[src/rtl/clpm_pkg.sv]
// Package: shared types, codes and helpers of the card list parser and matcher.
package clpm_pkg;

  localparam int unsigned MaxLineDefault  = 24;
  localparam int unsigned MaxIdBytesDef   = 10;
  localparam int unsigned MinLine         = 10;
  localparam int unsigned LineCntW        = 5;
  localparam int unsigned ByteIdxW        = 4;
  localparam int unsigned CfgIdxW         = 2;
  localparam int unsigned CfgDataW        = 64;
  localparam int unsigned FifoDepth       = 4;
  localparam int unsigned FifoPtrW        = 2;
  localparam int unsigned FifoCntW        = 3;

  localparam logic [7:0] CharNewline = 8'h0A;
  localparam logic [7:0] CharColon   = 8'h3A;
  localparam logic [4:0] NoBadHex    = 5'd31;
  localparam logic [4:0] BadSize     = 5'd31;

  typedef enum logic [1:0] {
    OP_CHAR    = 2'd0,
    OP_END     = 2'd1,
    OP_RESTART = 2'd2
  } opcode_e;

  typedef enum logic [CfgIdxW-1:0] {
    CFG_QUERY_SIZE  = 2'd0,
    CFG_QUERY_UPPER = 2'd1,
    CFG_QUERY_LOWER = 2'd2
  } cfg_idx_e;

  typedef enum logic [2:0] {
    ST_OK       = 3'd0,
    ST_EMPTY    = 3'd1,
    ST_TOO_LONG = 3'd2,
    ST_UNDER_10 = 3'd3,
    ST_NO_COLON = 3'd4,
    ST_BAD_SIZE = 3'd5,
    ST_SHORT    = 3'd6,
    ST_NON_HEX  = 3'd7
  } status_e;

  typedef enum logic {
    KIND_LINE    = 1'b0,
    KIND_VERDICT = 1'b1
  } kind_e;

  typedef struct packed {
    logic        kind;
    logic [2:0]  status;
    logic [3:0]  card_size;
    logic [15:0] id_upper;
    logic [63:0] id_lower;
    logic        found;
    logic        last_result;
  } res_t;

  // Hex digit value 0..15, or 16 for anything that is not a hex digit.
  function automatic logic [4:0] hex_value(input logic [7:0] c);
    logic [4:0] v;
    v = 5'd16;
    if (c >= 8'h30 && c <= 8'h39) v = 5'(c - 8'h30);
    else if (c >= 8'h61 && c <= 8'h66) v = 5'(c - 8'h57);
    else if (c >= 8'h41 && c <= 8'h46) v = 5'(c - 8'h37);
    return v;
  endfunction

  function automatic res_t verdict(input logic found);
    res_t r;
    r = '0;
    r.kind        = KIND_VERDICT;
    r.found       = found;
    r.last_result = 1'b1;
    return r;
  endfunction

endpackage

[src/rtl/clpm_if.sv]
// Interfaces: input character channel and result channel.
interface clpm_in_if;
  logic       valid;
  logic       ready;
  logic [1:0] opcode;
  logic [7:0] character;

  modport source (output valid, output opcode, output character, input ready);
  modport sink (input valid, input opcode, input character, output ready);
endinterface

interface clpm_out_if;
  logic        valid;
  logic        ready;
  logic        kind;
  logic [2:0]  status;
  logic [3:0]  card_size;
  logic [15:0] id_upper;
  logic [63:0] id_lower;
  logic        found;
  logic        last_result;

  modport source (output valid, output kind, output status, output card_size,
                  output id_upper, output id_lower, output found, output last_result,
                  input ready);
  modport sink (input valid, input kind, input status, input card_size,
                input id_upper, input id_lower, input found, input last_result,
                output ready);
endinterface

[src/rtl/card_list_parse_and_match.sv]
// Top level: card list parser and matcher with input and result channels.
//
// Usage: characters of an allowed-card list enter on in_i, one beat each, with an
// opcode (character, end of data, restart search). While the search runs, each
// newline yields a per-line result beat on out_o; a line that ends the search (match,
// bad or empty line) is followed by a verdict beat. End of data yields the verdict,
// after judging a pending line. The query ID is set through the write port (cfg_we_i,
// cfg_idx_i, cfg_data_i); the user must do so while the block is idle (unchecked).
// Results of a beat are written into the queue at the edge that accepts it and reach
// out_o from its head. Throughput: one input beat per cycle while the queue has room;
// the line state updates in one pass at the accept edge, and results drain through a
// four-entry queue. An item with two results needs an output beat for each, so a long
// run of them paces input at the output rate.
// Reset: line state, search flags and query registers clear; the queue empties.
// Stall: with out_o.ready low the queue fills and in_i.ready drops once fewer than
// two free entries remain; no result is lost or repeated.
module card_list_parse_and_match #(
  parameter int unsigned MAX_LINE     = clpm_pkg::MaxLineDefault,
  parameter int unsigned MAX_ID_BYTES = clpm_pkg::MaxIdBytesDef
) (
  input  logic                          clk_i,
  input  logic                          rst_ni,
  input  logic                          cfg_we_i,
  input  logic [clpm_pkg::CfgIdxW-1:0]  cfg_idx_i,
  input  logic [clpm_pkg::CfgDataW-1:0] cfg_data_i,
  clpm_in_if.sink                       in_i,
  clpm_out_if.source                    out_o
);
  import clpm_pkg::*;

  logic [1:0] push_n;
  res_t       res0, res1, head;
  logic       room;
  logic       acc;

  // Accept only when the queue can take both results an item may cause.
  assign in_i.ready = room;
  assign acc        = in_i.valid && room;

  clpm_line_parser #(
    .MAX_LINE     (MAX_LINE),
    .MAX_ID_BYTES (MAX_ID_BYTES)
  ) u_parser (
    .clk_i       (clk_i),
    .rst_ni      (rst_ni),
    .cfg_we_i    (cfg_we_i),
    .cfg_idx_i   (cfg_idx_i),
    .cfg_data_i  (cfg_data_i),
    .acc_i       (acc),
    .opcode_i    (in_i.opcode),
    .character_i (in_i.character),
    .push_n_o    (push_n),
    .res0_o      (res0),
    .res1_o      (res1)
  );

  clpm_out_fifo u_fifo (
    .clk_i    (clk_i),
    .rst_ni   (rst_ni),
    .push_n_i (push_n),
    .res0_i   (res0),
    .res1_i   (res1),
    .pop_i    (out_o.ready),
    .room_o   (room),
    .valid_o  (out_o.valid),
    .data_o   (head)
  );

  // Drive the result beat from the queue head.
  assign out_o.kind        = head.kind;
  assign out_o.status      = head.status;
  assign out_o.card_size   = head.card_size;
  assign out_o.id_upper    = head.id_upper;
  assign out_o.id_lower    = head.id_lower;
  assign out_o.found       = head.found;
  assign out_o.last_result = head.last_result;

endmodule

[src/rtl/clpm_line_parser.sv]
// Line parser: per-character line state, line judging, query compare, search flags.
module clpm_line_parser #(
  parameter int unsigned MAX_LINE     = clpm_pkg::MaxLineDefault,
  parameter int unsigned MAX_ID_BYTES = clpm_pkg::MaxIdBytesDef
) (
  input  logic                          clk_i,
  input  logic                          rst_ni,
  input  logic                          cfg_we_i,
  input  logic [clpm_pkg::CfgIdxW-1:0]  cfg_idx_i,
  input  logic [clpm_pkg::CfgDataW-1:0] cfg_data_i,
  input  logic                          acc_i,
  input  logic [1:0]                    opcode_i,
  input  logic [7:0]                    character_i,
  output logic [1:0]                    push_n_o,
  output clpm_pkg::res_t                res0_o,
  output clpm_pkg::res_t                res1_o
);
  import clpm_pkg::*;

  logic [LineCntW-1:0] line_cnt_q, line_cnt_d;
  logic                overlong_q, overlong_d;
  logic [4:0]          size_q, size_d;
  logic                colon_q, colon_d;
  logic [4:0]          bad_hex_q, bad_hex_d;
  logic [3:0]          nibble_q, nibble_d;
  logic [7:0]          id_q [MAX_ID_BYTES];
  logic [7:0]          id_d [MAX_ID_BYTES];
  logic                over_q, over_d;
  logic                found_q, found_d;
  logic [3:0]          qsize_q;
  logic [15:0]         qup_q;
  logic [63:0]         qlow_q;

  logic [4:0]   hv;
  logic [6:0]   need_len;
  logic         size_ok;
  status_e      st;
  logic [79:0]  idv;
  logic [79:0]  qv;
  logic         mismatch;
  logic         match;
  res_t         line_res;

  assign hv       = hex_value(character_i);
  assign need_len = 7'({size_q, 1'b0}) + 7'd2;
  assign size_ok  = (size_q == 5'd4 || size_q == 5'd7 || size_q == 5'd10) &&
                    (size_q <= 5'(MAX_ID_BYTES));
  assign qv       = {qup_q, qlow_q};

  // Judge the pending line in the documented check order.
  always_comb begin
    priority if (overlong_q)                       st = ST_TOO_LONG;
    else if (line_cnt_q == '0)                     st = ST_EMPTY;
    else if (line_cnt_q < LineCntW'(MinLine))      st = ST_UNDER_10;
    else if (!colon_q)                             st = ST_NO_COLON;
    else if (!size_ok)                             st = ST_BAD_SIZE;
    else if (7'(line_cnt_q) < need_len)            st = ST_SHORT;
    else if (7'(bad_hex_q) < need_len)             st = ST_NON_HEX;
    else                                           st = ST_OK;
  end

  always_comb begin
    idv      = '0;
    mismatch = 1'b0;
    for (int i = 0; i < MAX_ID_BYTES; i++) begin
      if (5'(i) < size_q) begin
        idv[79-8*i -: 8] = id_q[i];
        if (id_q[i] != qv[79-8*i -: 8]) mismatch = 1'b1;
      end
    end
  end

  assign match = (st == ST_OK) && ({1'b0, qsize_q} == size_q) && (size_q != '0) && !mismatch;

  always_comb begin
    line_res             = '0;
    line_res.kind        = KIND_LINE;
    line_res.status      = st;
    line_res.found       = match;
    if (st == ST_OK) begin
      line_res.card_size = size_q[3:0];
      line_res.id_upper  = idv[79:64];
      line_res.id_lower  = idv[63:0];
    end
  end

  always_comb begin
    logic [4:0]          k;
    logic [ByteIdxW-1:0] idx;
    line_cnt_d = line_cnt_q;
    overlong_d = overlong_q;
    size_d     = size_q;
    colon_d    = colon_q;
    bad_hex_d  = bad_hex_q;
    nibble_d   = nibble_q;
    id_d       = id_q;
    over_d     = over_q;
    found_d    = found_q;
    push_n_o   = 2'd0;
    res0_o     = line_res;
    res1_o     = verdict(found_q | match);
    k          = line_cnt_q - 5'd2;
    idx        = k[4:1];
    if (acc_i) begin
      unique case (opcode_e'(opcode_i))
        OP_CHAR: begin
          if (!over_q) begin
            if (character_i != CharNewline) begin
              if (line_cnt_q >= LineCntW'(MAX_LINE)) begin
                overlong_d = 1'b1;
              end else begin
                line_cnt_d = line_cnt_q + 5'd1;
                if (line_cnt_q == 5'd0) begin
                  size_d = hv[4] ? BadSize : hv;
                end else if (line_cnt_q == 5'd1) begin
                  colon_d = (character_i == CharColon);
                end else if (hv[4]) begin
                  if (bad_hex_q == NoBadHex) bad_hex_d = line_cnt_q;
                end else if (!k[0]) begin
                  nibble_d = hv[3:0];
                end else begin
                  for (int i = 0; i < MAX_ID_BYTES; i++) begin
                    if (idx == ByteIdxW'(i)) id_d[i] = {nibble_q, hv[3:0]};
                  end
                end
              end
            end else begin
              // Close the line; a bad line or a match ends the search.
              over_d     = (st != ST_OK) || match;
              found_d    = found_q | match;
              line_cnt_d = '0;
              overlong_d = 1'b0;
              size_d     = '0;
              colon_d    = 1'b0;
              bad_hex_d  = NoBadHex;
              if ((st != ST_OK) || match) begin
                push_n_o = 2'd2;
              end else begin
                res0_o.last_result = 1'b1;
                push_n_o = 2'd1;
              end
            end
          end
        end
        OP_END: begin
          over_d     = 1'b1;
          line_cnt_d = '0;
          overlong_d = 1'b0;
          size_d     = '0;
          colon_d    = 1'b0;
          bad_hex_d  = NoBadHex;
          if (!over_q && (line_cnt_q != '0 || overlong_q)) begin
            found_d  = found_q | match;
            push_n_o = 2'd2;
          end else begin
            res0_o   = verdict(found_q);
            push_n_o = 2'd1;
          end
        end
        OP_RESTART: begin
          over_d     = 1'b0;
          found_d    = 1'b0;
          line_cnt_d = '0;
          overlong_d = 1'b0;
          size_d     = '0;
          colon_d    = 1'b0;
          bad_hex_d  = NoBadHex;
        end
        default: begin
        end
      endcase
    end
  end

  always_ff @(posedge clk_i or negedge rst_ni) begin
    if (!rst_ni) begin
      line_cnt_q <= '0;
      overlong_q <= 1'b0;
      size_q     <= '0;
      colon_q    <= 1'b0;
      bad_hex_q  <= NoBadHex;
      over_q     <= 1'b0;
      found_q    <= 1'b0;
      qsize_q    <= '0;
      qup_q      <= '0;
      qlow_q     <= '0;
    end else begin
      line_cnt_q <= line_cnt_d;
      overlong_q <= overlong_d;
      size_q     <= size_d;
      colon_q    <= colon_d;
      bad_hex_q  <= bad_hex_d;
      over_q     <= over_d;
      found_q    <= found_d;
      if (cfg_we_i) begin
        unique case (cfg_idx_e'(cfg_idx_i))
          CFG_QUERY_SIZE:  qsize_q <= cfg_data_i[3:0];
          CFG_QUERY_UPPER: qup_q   <= cfg_data_i[15:0];
          CFG_QUERY_LOWER: qlow_q  <= cfg_data_i;
          default: begin
          end
        endcase
      end
    end
  end

  // ID bytes and the held nibble are always written before a good line reads them.
  always_ff @(posedge clk_i) begin
    nibble_q <= nibble_d;
    id_q     <= id_d;
  end

  a_pair_shape: assert property (@(posedge clk_i) disable iff (!rst_ni)
    (push_n_o == 2'd2) |-> (res0_o.kind == KIND_LINE && !res0_o.last_result &&
                            res1_o.kind == KIND_VERDICT && res1_o.last_result))
    else $error("two-result beat pair malformed");

  a_match_size: assert property (@(posedge clk_i) disable iff (!rst_ni)
    (push_n_o != 2'd0 && res0_o.kind == KIND_LINE && res0_o.found) |->
      (res0_o.status == ST_OK && res0_o.card_size == qsize_q && qsize_q != '0))
    else $error("line match without equal nonzero size");

  a_match_ends: assert property (@(posedge clk_i) disable iff (!rst_ni)
    (push_n_o != 2'd0 && res0_o.kind == KIND_LINE && res0_o.found) |=> (over_q && found_q))
    else $error("match did not end the search");

endmodule

[src/rtl/clpm_out_fifo.sv]
// Result queue: takes up to two results a cycle, hands out one a cycle while pop_i is high.
module clpm_out_fifo (
  input  logic           clk_i,
  input  logic           rst_ni,
  input  logic [1:0]     push_n_i,
  input  clpm_pkg::res_t res0_i,
  input  clpm_pkg::res_t res1_i,
  input  logic           pop_i,
  output logic           room_o,
  output logic           valid_o,
  output clpm_pkg::res_t data_o
);
  import clpm_pkg::*;

  res_t                mem_q [FifoDepth];
  logic [FifoPtrW-1:0] rd_ptr_q, wr_ptr_q;
  logic [FifoCntW-1:0] count_q;
  logic                do_pop;

  assign do_pop  = pop_i && (count_q != '0);
  assign valid_o = (count_q != '0);
  assign data_o  = mem_q[rd_ptr_q];
  // Leave space for the two results one item may bring.
  assign room_o  = (count_q <= FifoCntW'(FifoDepth - 2));

  always_ff @(posedge clk_i or negedge rst_ni) begin
    if (!rst_ni) begin
      rd_ptr_q <= '0;
      wr_ptr_q <= '0;
      count_q  <= '0;
    end else begin
      rd_ptr_q <= rd_ptr_q + FifoPtrW'(do_pop);
      wr_ptr_q <= wr_ptr_q + FifoPtrW'(push_n_i);
      count_q  <= count_q + FifoCntW'(push_n_i) - FifoCntW'(do_pop);
    end
  end

  always_ff @(posedge clk_i) begin
    for (int i = 0; i < FifoDepth; i++) begin
      if (push_n_i != 2'd0 && wr_ptr_q == FifoPtrW'(i)) mem_q[i] <= res0_i;
      if (push_n_i == 2'd2 && FifoPtrW'(wr_ptr_q + 2'd1) == FifoPtrW'(i)) mem_q[i] <= res1_i;
    end
  end

  a_no_overflow: assert property (@(posedge clk_i) disable iff (!rst_ni)
    (4'(count_q) + 4'(push_n_i) - 4'(do_pop)) <= 4'(FifoDepth))
    else $error("result queue overflow");

  a_pop_drains: assert property (@(posedge clk_i) disable iff (!rst_ni)
    (do_pop && push_n_i == 2'd0) |=> (count_q == $past(count_q) - 3'd1))
    else $error("pop did not drain one entry");

  a_pair_push: assert property (@(posedge clk_i) disable iff (!rst_ni)
    (push_n_i == 2'd2) |=> (wr_ptr_q == $past(wr_ptr_q) + 2'd2))
    else $error("paired push lost an entry");

endmodule
[src/flat_wrapper.sv]
// flat-port wrapper written by rule: the top's interface ports become plain ports
module card_list_parse_and_match_flat import clpm_pkg::*;
#(
  parameter int unsigned MAX_LINE     = clpm_pkg::MaxLineDefault,
  parameter int unsigned MAX_ID_BYTES = clpm_pkg::MaxIdBytesDef
)
  (clk_i, rst_ni, cfg_we_i, cfg_idx_i, cfg_data_i, in_i_valid, in_i_opcode, in_i_character, in_i_ready, out_o_valid, out_o_kind, out_o_status, out_o_card_size, out_o_id_upper, out_o_id_lower, out_o_found, out_o_last_result, out_o_ready);
  clpm_in_if in_i_i ();
  clpm_out_if out_o_i ();
  input  logic clk_i;
  input  logic rst_ni;
  input  logic cfg_we_i;
  input  logic [clpm_pkg::CfgIdxW-1:0] cfg_idx_i;
  input  logic [clpm_pkg::CfgDataW-1:0] cfg_data_i;
  input wire logic [$bits(in_i_i.valid)-1:0] in_i_valid;
  input wire logic [$bits(in_i_i.opcode)-1:0] in_i_opcode;
  input wire logic [$bits(in_i_i.character)-1:0] in_i_character;
  output wire logic [$bits(in_i_i.ready)-1:0] in_i_ready;
  output wire logic [$bits(out_o_i.valid)-1:0] out_o_valid;
  output wire logic [$bits(out_o_i.kind)-1:0] out_o_kind;
  output wire logic [$bits(out_o_i.status)-1:0] out_o_status;
  output wire logic [$bits(out_o_i.card_size)-1:0] out_o_card_size;
  output wire logic [$bits(out_o_i.id_upper)-1:0] out_o_id_upper;
  output wire logic [$bits(out_o_i.id_lower)-1:0] out_o_id_lower;
  output wire logic [$bits(out_o_i.found)-1:0] out_o_found;
  output wire logic [$bits(out_o_i.last_result)-1:0] out_o_last_result;
  input wire logic [$bits(out_o_i.ready)-1:0] out_o_ready;
  assign in_i_i.valid = in_i_valid;
  assign in_i_i.opcode = in_i_opcode;
  assign in_i_i.character = in_i_character;
  assign in_i_ready = in_i_i.ready;
  assign out_o_valid = out_o_i.valid;
  assign out_o_kind = out_o_i.kind;
  assign out_o_status = out_o_i.status;
  assign out_o_card_size = out_o_i.card_size;
  assign out_o_id_upper = out_o_i.id_upper;
  assign out_o_id_lower = out_o_i.id_lower;
  assign out_o_found = out_o_i.found;
  assign out_o_last_result = out_o_i.last_result;
  assign out_o_i.ready = out_o_ready;
  card_list_parse_and_match #(.MAX_LINE(MAX_LINE), .MAX_ID_BYTES(MAX_ID_BYTES)) u_core (.clk_i(clk_i), .rst_ni(rst_ni), .cfg_we_i(cfg_we_i), .cfg_idx_i(cfg_idx_i), .cfg_data_i(cfg_data_i), .in_i(in_i_i), .out_o(out_o_i));
endmodule
[config.mk]
export PLATFORM = sky130hd
export DESIGN_NAME = card_list_parse_and_match_flat
export DESIGN_NICKNAME = d
export VERILOG_FILES = /design/src/rtl/clpm_pkg.sv /design/src/rtl/clpm_if.sv /design/src/rtl/card_list_parse_and_match.sv /design/src/rtl/clpm_line_parser.sv /design/src/rtl/clpm_out_fifo.sv /design/src/flat_wrapper.sv
export SDC_FILE = /design/constraint.sdc
export NUM_CORES = 1
export LEC_CHECK = 0
export CAP_MARGIN = 20
export CORE_ASPECT_RATIO = 1.25
export CORE_MARGIN = 5
export CORE_UTILIZATION = 55
export DETAILED_ROUTE_END_ITERATION = 10
export DONT_BUFFER_PORTS = 1
export PLACE_DENSITY = 0.68
export SETUP_SLACK_MARGIN = 0.3
export SYNTH_ARGS = -nofsm -noshare
export SYNTH_HDL_FRONTEND = slang
export SYNTH_HIERARCHICAL = 1
export SYNTH_SLANG_ARGS = --single-unit
[constraint.sdc]
create_clock -name clk_i -period 30.6 [get_ports clk_i]
set_input_delay 4.59 -clock clk_i [delete_from_list [all_inputs] [get_ports clk_i]]
set_output_delay 4.59 -clock clk_i [all_outputs]
set_load 0.02 [all_outputs]
==> metrics.txt, run 1 <==
Static Leak=10.9 nW; GRT overflow=0; Resize count post-CTS=0; Core ar.=50300 sq um; vias in the first global route=15200; worst setup margin=21.90 ns; register area share after synthesis=57.8%; PortBufs=0; Vias=14600; mapped cell area=27900 sq um; most common cell in the netlist=edfxtp_1; max frequency=0.115 GHz; die area=55300 sq um; total track usage=24.1%; Fillers=3768; Post-synth top cells=edfxtp_1, mux2_2, dfrtp_1; GP Congestion=0.864; Pins Over Slew Limit=0; share of the synthesized area in the top cell type=47.9%; layout cells sized above 1=37.8%; Slew Limit Headroom=25.8%; Crit. End Element=flop; Cells after Synth=1722; peak supply drop=86.2 uV; NumNets Final=1816; Clock Skew=0.0129 ns; CP arrival=9.05 ns; hpwl dp=42100 microns; post-CTS setup buffers=0; Synth Area per Inst=16.2 sq um; Crit Path Max Fanout=43; min-delay worst type=flop to flop; fin crit period=8.70 ns; worst slew pin tran=1.11 ns; Final Hold Slack=0.522 ns; pwr/cell area=73.6 nW/um^2; worst path cell trace=or4_1 -> or3_4 -> or3_1 -> o22ai_1 -> and4bb_4 -> buf_4 -> buf_4 -> mux2_4; area leader, netlist=edfxtp_1; Fin. Hold Viols=0; Crit path top cell by count=buf_4; Setup crit start kind=input port; post-route ant nets=0; final setup TNS=0 ns; CTS Root Cell=clkbuf_16; drt wl/cell=27.8 microns; H-tree depth=2; Yosys cell types=75; Iter 0 DRT Violations=1261; Reg area=16100 sq um; outcome=complete, no violations; initial antenna violation count=8; asr flop ratio synth=19.9%; Max Cap Viol=0; # rows=92; IO Count=173; Die X=211 microns; Clock Pin Slew Worst Setup and Hold Paths=0.06 ns; # setup viols final=0; Slowest-stage cell, CP=buf_4; worst skew pair latency=0.61 ns; CTS tree=yes; dpl ws=21.30 ns; Chip Height=262 microns; Syn-to-layout area delta=7.06%; dominant synthesized flop cell=edfxtp_1; Via density=6.04; Initial Util=55.4%; TritonRoute pass-1 iters=5; Num CTS Buffers=55; Max clock buf depth=3; Area contributors post-synth=edfxtp_1, mux2_2, dfrtp_1, mux4_2, mux2_4; largest net degree at the start of global routing=111; Synth Register Bits=554; Post-Route WL=67200 microns; Residual DRC=0; multi-input logic area=10800 sq um; Sink Count=554; hold buffer count at cts=0; RSZ-0062 raised after global routing=false; Warnings, synthesis=6; first-pass GRT wire length=98800 microns; EDFF count, synth=444; CP peak stage delay=0.87 ns; critical path type=input port to flop; Final Cycle Share=28.4%; Req. time, crit path=30.95 ns
-- report_power, final --
group | internal, mW | switching [mW] | total [mW] | leakage [nW]
Combinational | 0.227 | 0.329 | 0.556 | 4.74
Clock | 0.384 | 0.282 | 0.665 | 0.859
Sequential | 0.888 | 0.0856 | 0.973 | 5.35
Total | 1.50 | 0.696 | 2.19 | 10.9
-- final cells by class --
type	instances	area share (%)
Antenna cell	1	0.00839
Sequential cell	554	54.0
Tap cell	658	2.76
Inverter	21	0.264
Clock buffer	85	5.37
Timing Repair Buffer	26	0.789
Clock inverter	17	0.520
Multi-Input combinational cell	1054	36.3
-- final timing paths --
| check | end | from | slack (ns) | cells after the start |
|---|---|---|---|---|
| max reg2reg | u_core/u_fifo/mem_q[3][63]$_DFFE_PP_ | u_core/u_parser/size_q[0]$_DFFE_PN0P_ | 24.20 | 12 |
| max in group asynchronous | u_core/u_parser/qlow_q[25]$_DFFE_PN0P_ | rst_ni | 26.60 | 0 |
| min reg2reg | u_core/u_parser/bad_hex_q[1]$_DFFE_PN1P_ | u_core/u_parser/bad_hex_q[1]$_DFFE_PN1P_ | 0.52 | 2 |
| min in group asynchronous | u_core/u_fifo/rd_ptr_q[1]$_DFF_PN0_ | rst_ni | 3.69 | 0 |
| min | u_core/u_parser/bad_hex_q[1]$_DFFE_PN1P_ | u_core/u_parser/bad_hex_q[1]$_DFFE_PN1P_ | 0.52 | 2 |
| max | u_core/u_fifo/mem_q[3][63]$_DFFE_PP_ | in_i_character[4] | 21.90 | 8 |
-- registers in the layout, summed over array words and instances, names as in the netlist, 4 cells and up --
name	flops
u_core/u_parser/qsize_q	4
u_core/u_fifo/mem_q	360
u_core/u_parser/id_q	80
u_core/u_parser/bad_hex_q	5
u_core/u_parser/qlow_q	64
u_core/u_parser/line_cnt_q	5
u_core/u_parser/qup_q	16
u_core/u_parser/nibble_q	4
u_core/u_parser/size_q	5
-- cell families (layout without fill, tap and decap cells) --
kind of cell / Yosys count / count (layout) / share of synthesized area (%)
adders and majority gates: 23 / 23 / 1.06
DFF: 554 / 554 / 57.8
buffers and inverters: 201 / 149 / 4.73
muxes: 540 / 540 / 26.7
AOI/OAI and AO/OA: 77 / 77 / 1.88
xor gates and xnor gates: 94 / 94 / 2.96
other: 2 / 90 / 0.0270
and+or+nand+nor: 231 / 231 / 4.92
-- routing by layer --
layer | vias up | GRT usage (%) | share of wire, %
met1 | 7594 | 31.5 | 40
li1 | 6407 | - | -
met2 | 468 | 41.0 | 50
met3 | 111 | 6.39 | 7.8
met4 | 10 | 5.46 | 2.4
met5 | - | 0 | 0.085
-- cells in the final DEF, fill, tap and decap left out, types with 23 or more instances in the layout --
cell | Yosys | final
and2_1 | 59 | 59
and3_1 | 26 | 26
buf_4 | 101 | 23
clkbuf_16 | 0 | 57
conb_1 | 2 | 89
dfrtp_1 | 105 | 103
edfxtp_1 | 444 | 444
mux2_2 | 356 | 356
mux2_4 | 90 | 90
mux4_2 | 90 | 90
nor2_1 | 33 | 31
xnor2_1 | 76 | 76
-- critical path, delay by kind of cell --
| family | cells | cell delay [ns] |
|---|---|---|
| muxes | 1 | 0.36 |
| AOI/OAI and AO/OA | 1 | 0.52 |
| and+or+nand+nor | 4 | 1.92 |
| buffers and inverters | 2 | 1.57 |
-- per-stage QoR --
stage / util (%) / cells / power, mW / instance area [sq um]
2_1_floorplan: - / 1809 / 1.41 / 28200
3_3_place_gp: 55.7 / 2310 / 1.54 / 28000
3_5_place_dp: 55.7 / 2311 / 1.55 / 28000
4_1_cts: 59.2 / 2413 / 2.21 / 29800
5_1_grt: 59.3 / 2415 / 2.28 / 29800
6_report: 59.3 / 2416 / 2.19 / 29800
(Power assumes the default switching activity.)
==> run 2, diff against run 1 <==
==> constraint.sdc (replaced) <==
create_clock -name clk_i -period 9 [get_ports clk_i]
set_input_delay 1.35 -clock clk_i [delete_from_list [all_inputs] [get_ports clk_i]]
set_output_delay 1.35 -clock clk_i [all_outputs]
set_load 0.02 [all_outputs]
==> metrics.txt, run 2 (synthesis gave the netlist of run 1 again) <==
outcome=complete, no violations; hold buffer count at cts=0 (unchanged); Clock Skew=0.0144 ns (+0.00156 ns); Final Cycle Share=66.4%; Via density=6.02 (-0.34%); H-tree depth=2 (unchanged); Final Hold Slack=0.446 ns (-0.0759 ns); Max Cap Viol=0 (unchanged); top flop regs=u_core/u_fifo/mem_q x360, u_core/u_parser/id_q x80, u_core/u_parser/qlow_q x64; grt met3 use=5.37% (-1.0 points); Crit Path Max Fanout=50 (+16%); Clock Pin Slew Worst Setup and Hold Paths=0.06 ns (about the same); total track usage=23.8% (-0.37 points); Placed Instances=2308 (-0.13%); Resize count post-CTS=0 (unchanged); first-pass GRT wire length=98500 microns (-0.30%); fin crit period=5.98 ns; critical path type=flop to flop; final setup TNS=0 ns (unchanged); hpwl dp=41000 microns (-2.5%); CTS tree=yes; Worst R2R Path Depth=14 (+2); dpl ws=3.16 ns (-18.14 ns); worst setup path startpoint=u_core/u_parser/size_q[3]$_DFFE_PN0P_; drt wl/cell=27.4 microns (-1.6%); Setup crit start kind=flop; Chip Height=262 microns (unchanged); worst skew pair latency=0.61 ns (about the same); Fin. Hold Viols=0 (unchanged); # rows=92 (unchanged); Static Leak=11.0 nW (+0.28%); CTS Root Cell=clkbuf_16; worst slew pin tran=1.12 ns (+0.00683 ns); most frequent cells in the layout=edfxtp_1, mux2_2, dfrtp_1; Slew Limit Headroom=25.4% (-0.41 points); Global Route met2 Usage=39.1% (-2.0 points); GR Util met1=32.9% (+1.4 points); CP arrival=6.20 ns (-2.85 ns); pwr/cell area=251 nW/um^2 (+240%); Crit. End Element=flop; reg-to-reg endpoint=u_core/u_fifo/mem_q[0][86]$_DFFE_PP_; r2r setup slk=3.02 ns (-21.18 ns); largest register by flop count=u_core/u_fifo/mem_q; Fillers=3800 (+0.85%); reg-to-reg startpoint=u_core/u_parser/size_q[3]$_DFFE_PN0P_; most common cell after layout, fill and taps aside=edfxtp_1; largest net degree at the start of global routing=111 (unchanged); vias in the first global route=15100 (-0.82%); Num CTS Buffers=56 (+1.8%); Most Crowded Layer GR=met2; Residual DRC=0 (unchanged); Pins Over Slew Limit=0 (unchanged); GRT overflow=0 (unchanged); min-delay worst type=input port to asynchronous set/reset pin; post-CTS setup buffers=0 (unchanged); Max clock buf depth=3 (unchanged); Iter 0 DRT Violations=1406 (+11%); RSZ-0062 raised after global routing=false; total power=7.49 mW (+240%); Die X=211 microns (unchanged); Syn-to-layout area delta=7.29%; Req. time, crit path=9.22 ns (-21.73 ns); NumNets Final=1812 (-0.22%); TritonRoute pass-1 iters=5 (unchanged); post-route ant nets=0 (unchanged); final cell count without fillers=2418 (+0.083%); die area=55300 sq um (unchanged); max frequency=0.167 GHz; # setup viols final=0 (unchanged); PortBufs=0 (unchanged); IO Count=173 (unchanged); Sink Count=554 (unchanged); Vias=14600 (-0.26%); Post-Route WL=66200 microns (-1.5%); max reg flops=360 (unchanged); worst setup margin=3.02 ns (-18.88 ns); initial antenna violation count=2 (-6); Initial Util=55.4% (unchanged); GP Congestion=0.858 (-0.72%); Core ar.=50300 sq um (unchanged); peak supply drop=253 uV (+190%); layout cells sized above 1=38.4% (+0.53 points); CP endpoint=u_core/u_fifo/mem_q[0][86]$_DFFE_PP_
run 2: cell count changes in the layout (fill, tap and decap cells not counted), sizes merged:
cell      change
buf           -4
bufinv        -1
inv           +1
clkbuf        +1
clkinv        +1
clkinvlp      +1
diode         +3
run 2: routing by layer:
layer / share of wire [%] / vias to the layer above / wire length [microns]
met3: 7.5 / 80 / 4980
met2: 49 / 484 / 32500
met4: 1.9 / 0 / 1280
met1: 41 / 7574 / 27400
met5: 0 / - / 0
li1: - / 6414 / -
run 2: worst min path at each step:
stage / start / end / slack, ns / cells past startpoint
detailed placement: u_core/u_parser/bad_hex_q[0]$_DFFE_PN1P_ / u_core/u_parser/bad_hex_q[0]$_DFFE_PN1P_ / 0.50 / 2
CTS: rst_ni / u_core/u_fifo/rd_ptr_q[0]$_DFF_PN0_ / 0.41 / 0
finish: rst_ni / u_core/u_parser/qup_q[12]$_DFFE_PN0P_ / 0.45 / 0
floorplan: u_core/u_parser/bad_hex_q[0]$_DFFE_PN1P_ / u_core/u_parser/bad_hex_q[0]$_DFFE_PN1P_ / 0.48 / 2
global route: rst_ni / u_core/u_parser/qup_q[12]$_DFFE_PN0P_ / 0.41 / 0
global placement: u_core/u_parser/bad_hex_q[1]$_DFFE_PN1P_ / u_core/u_parser/bad_hex_q[1]$_DFFE_PN1P_ / 0.49 / 2
run 2: layout make-up:
class	instances	area, sq um	area share, %
repair buffers	21	190	0.636
clock buffers	87	1710	5.72
inverters	21	78.8	0.264
diodes	4	10.0	0.0335
clock inverters	19	150	0.502
flip-flops and latches	554	16100	53.9
well taps	658	823	2.75
multi-input cells	1054	10800	36.2
run 2: power breakdown:
group	switching, mW	total [mW]	internal, mW
combinational	1.09	1.84	0.753
sequential	0.303	3.32	3.02
clock	0.967	2.33	1.36
run 2: stage by stage:
| stage | cell area, sq um | util, % |
|---|---|---|
| 3_3_place_gp | 28000 | 55.7 |
| 2_1_floorplan | 28200 | - |
| 3_5_place_dp | 28000 | 55.7 |
| 4_1_cts | 29900 | 59.4 |
| 6_report | 29900 | 59.4 |
| 5_1_grt | 29900 | 59.4 |
run 2: critical path, stage by stage (launching register included):
cell	delay [ns]
dfrtp_1	1.00
inv_1	0.28
xnor2_1	0.31
ha_1	0.21
nor3_1	0.06
a22oi_1	0.21
nand3b_1	0.20
nor4_4	0.27
inv_1	0.20
a21oi_1	0.33
a21o_1	0.44
or3b_2	0.52
o311ai_4	0.07
buf_4	0.57
buf_4	0.74
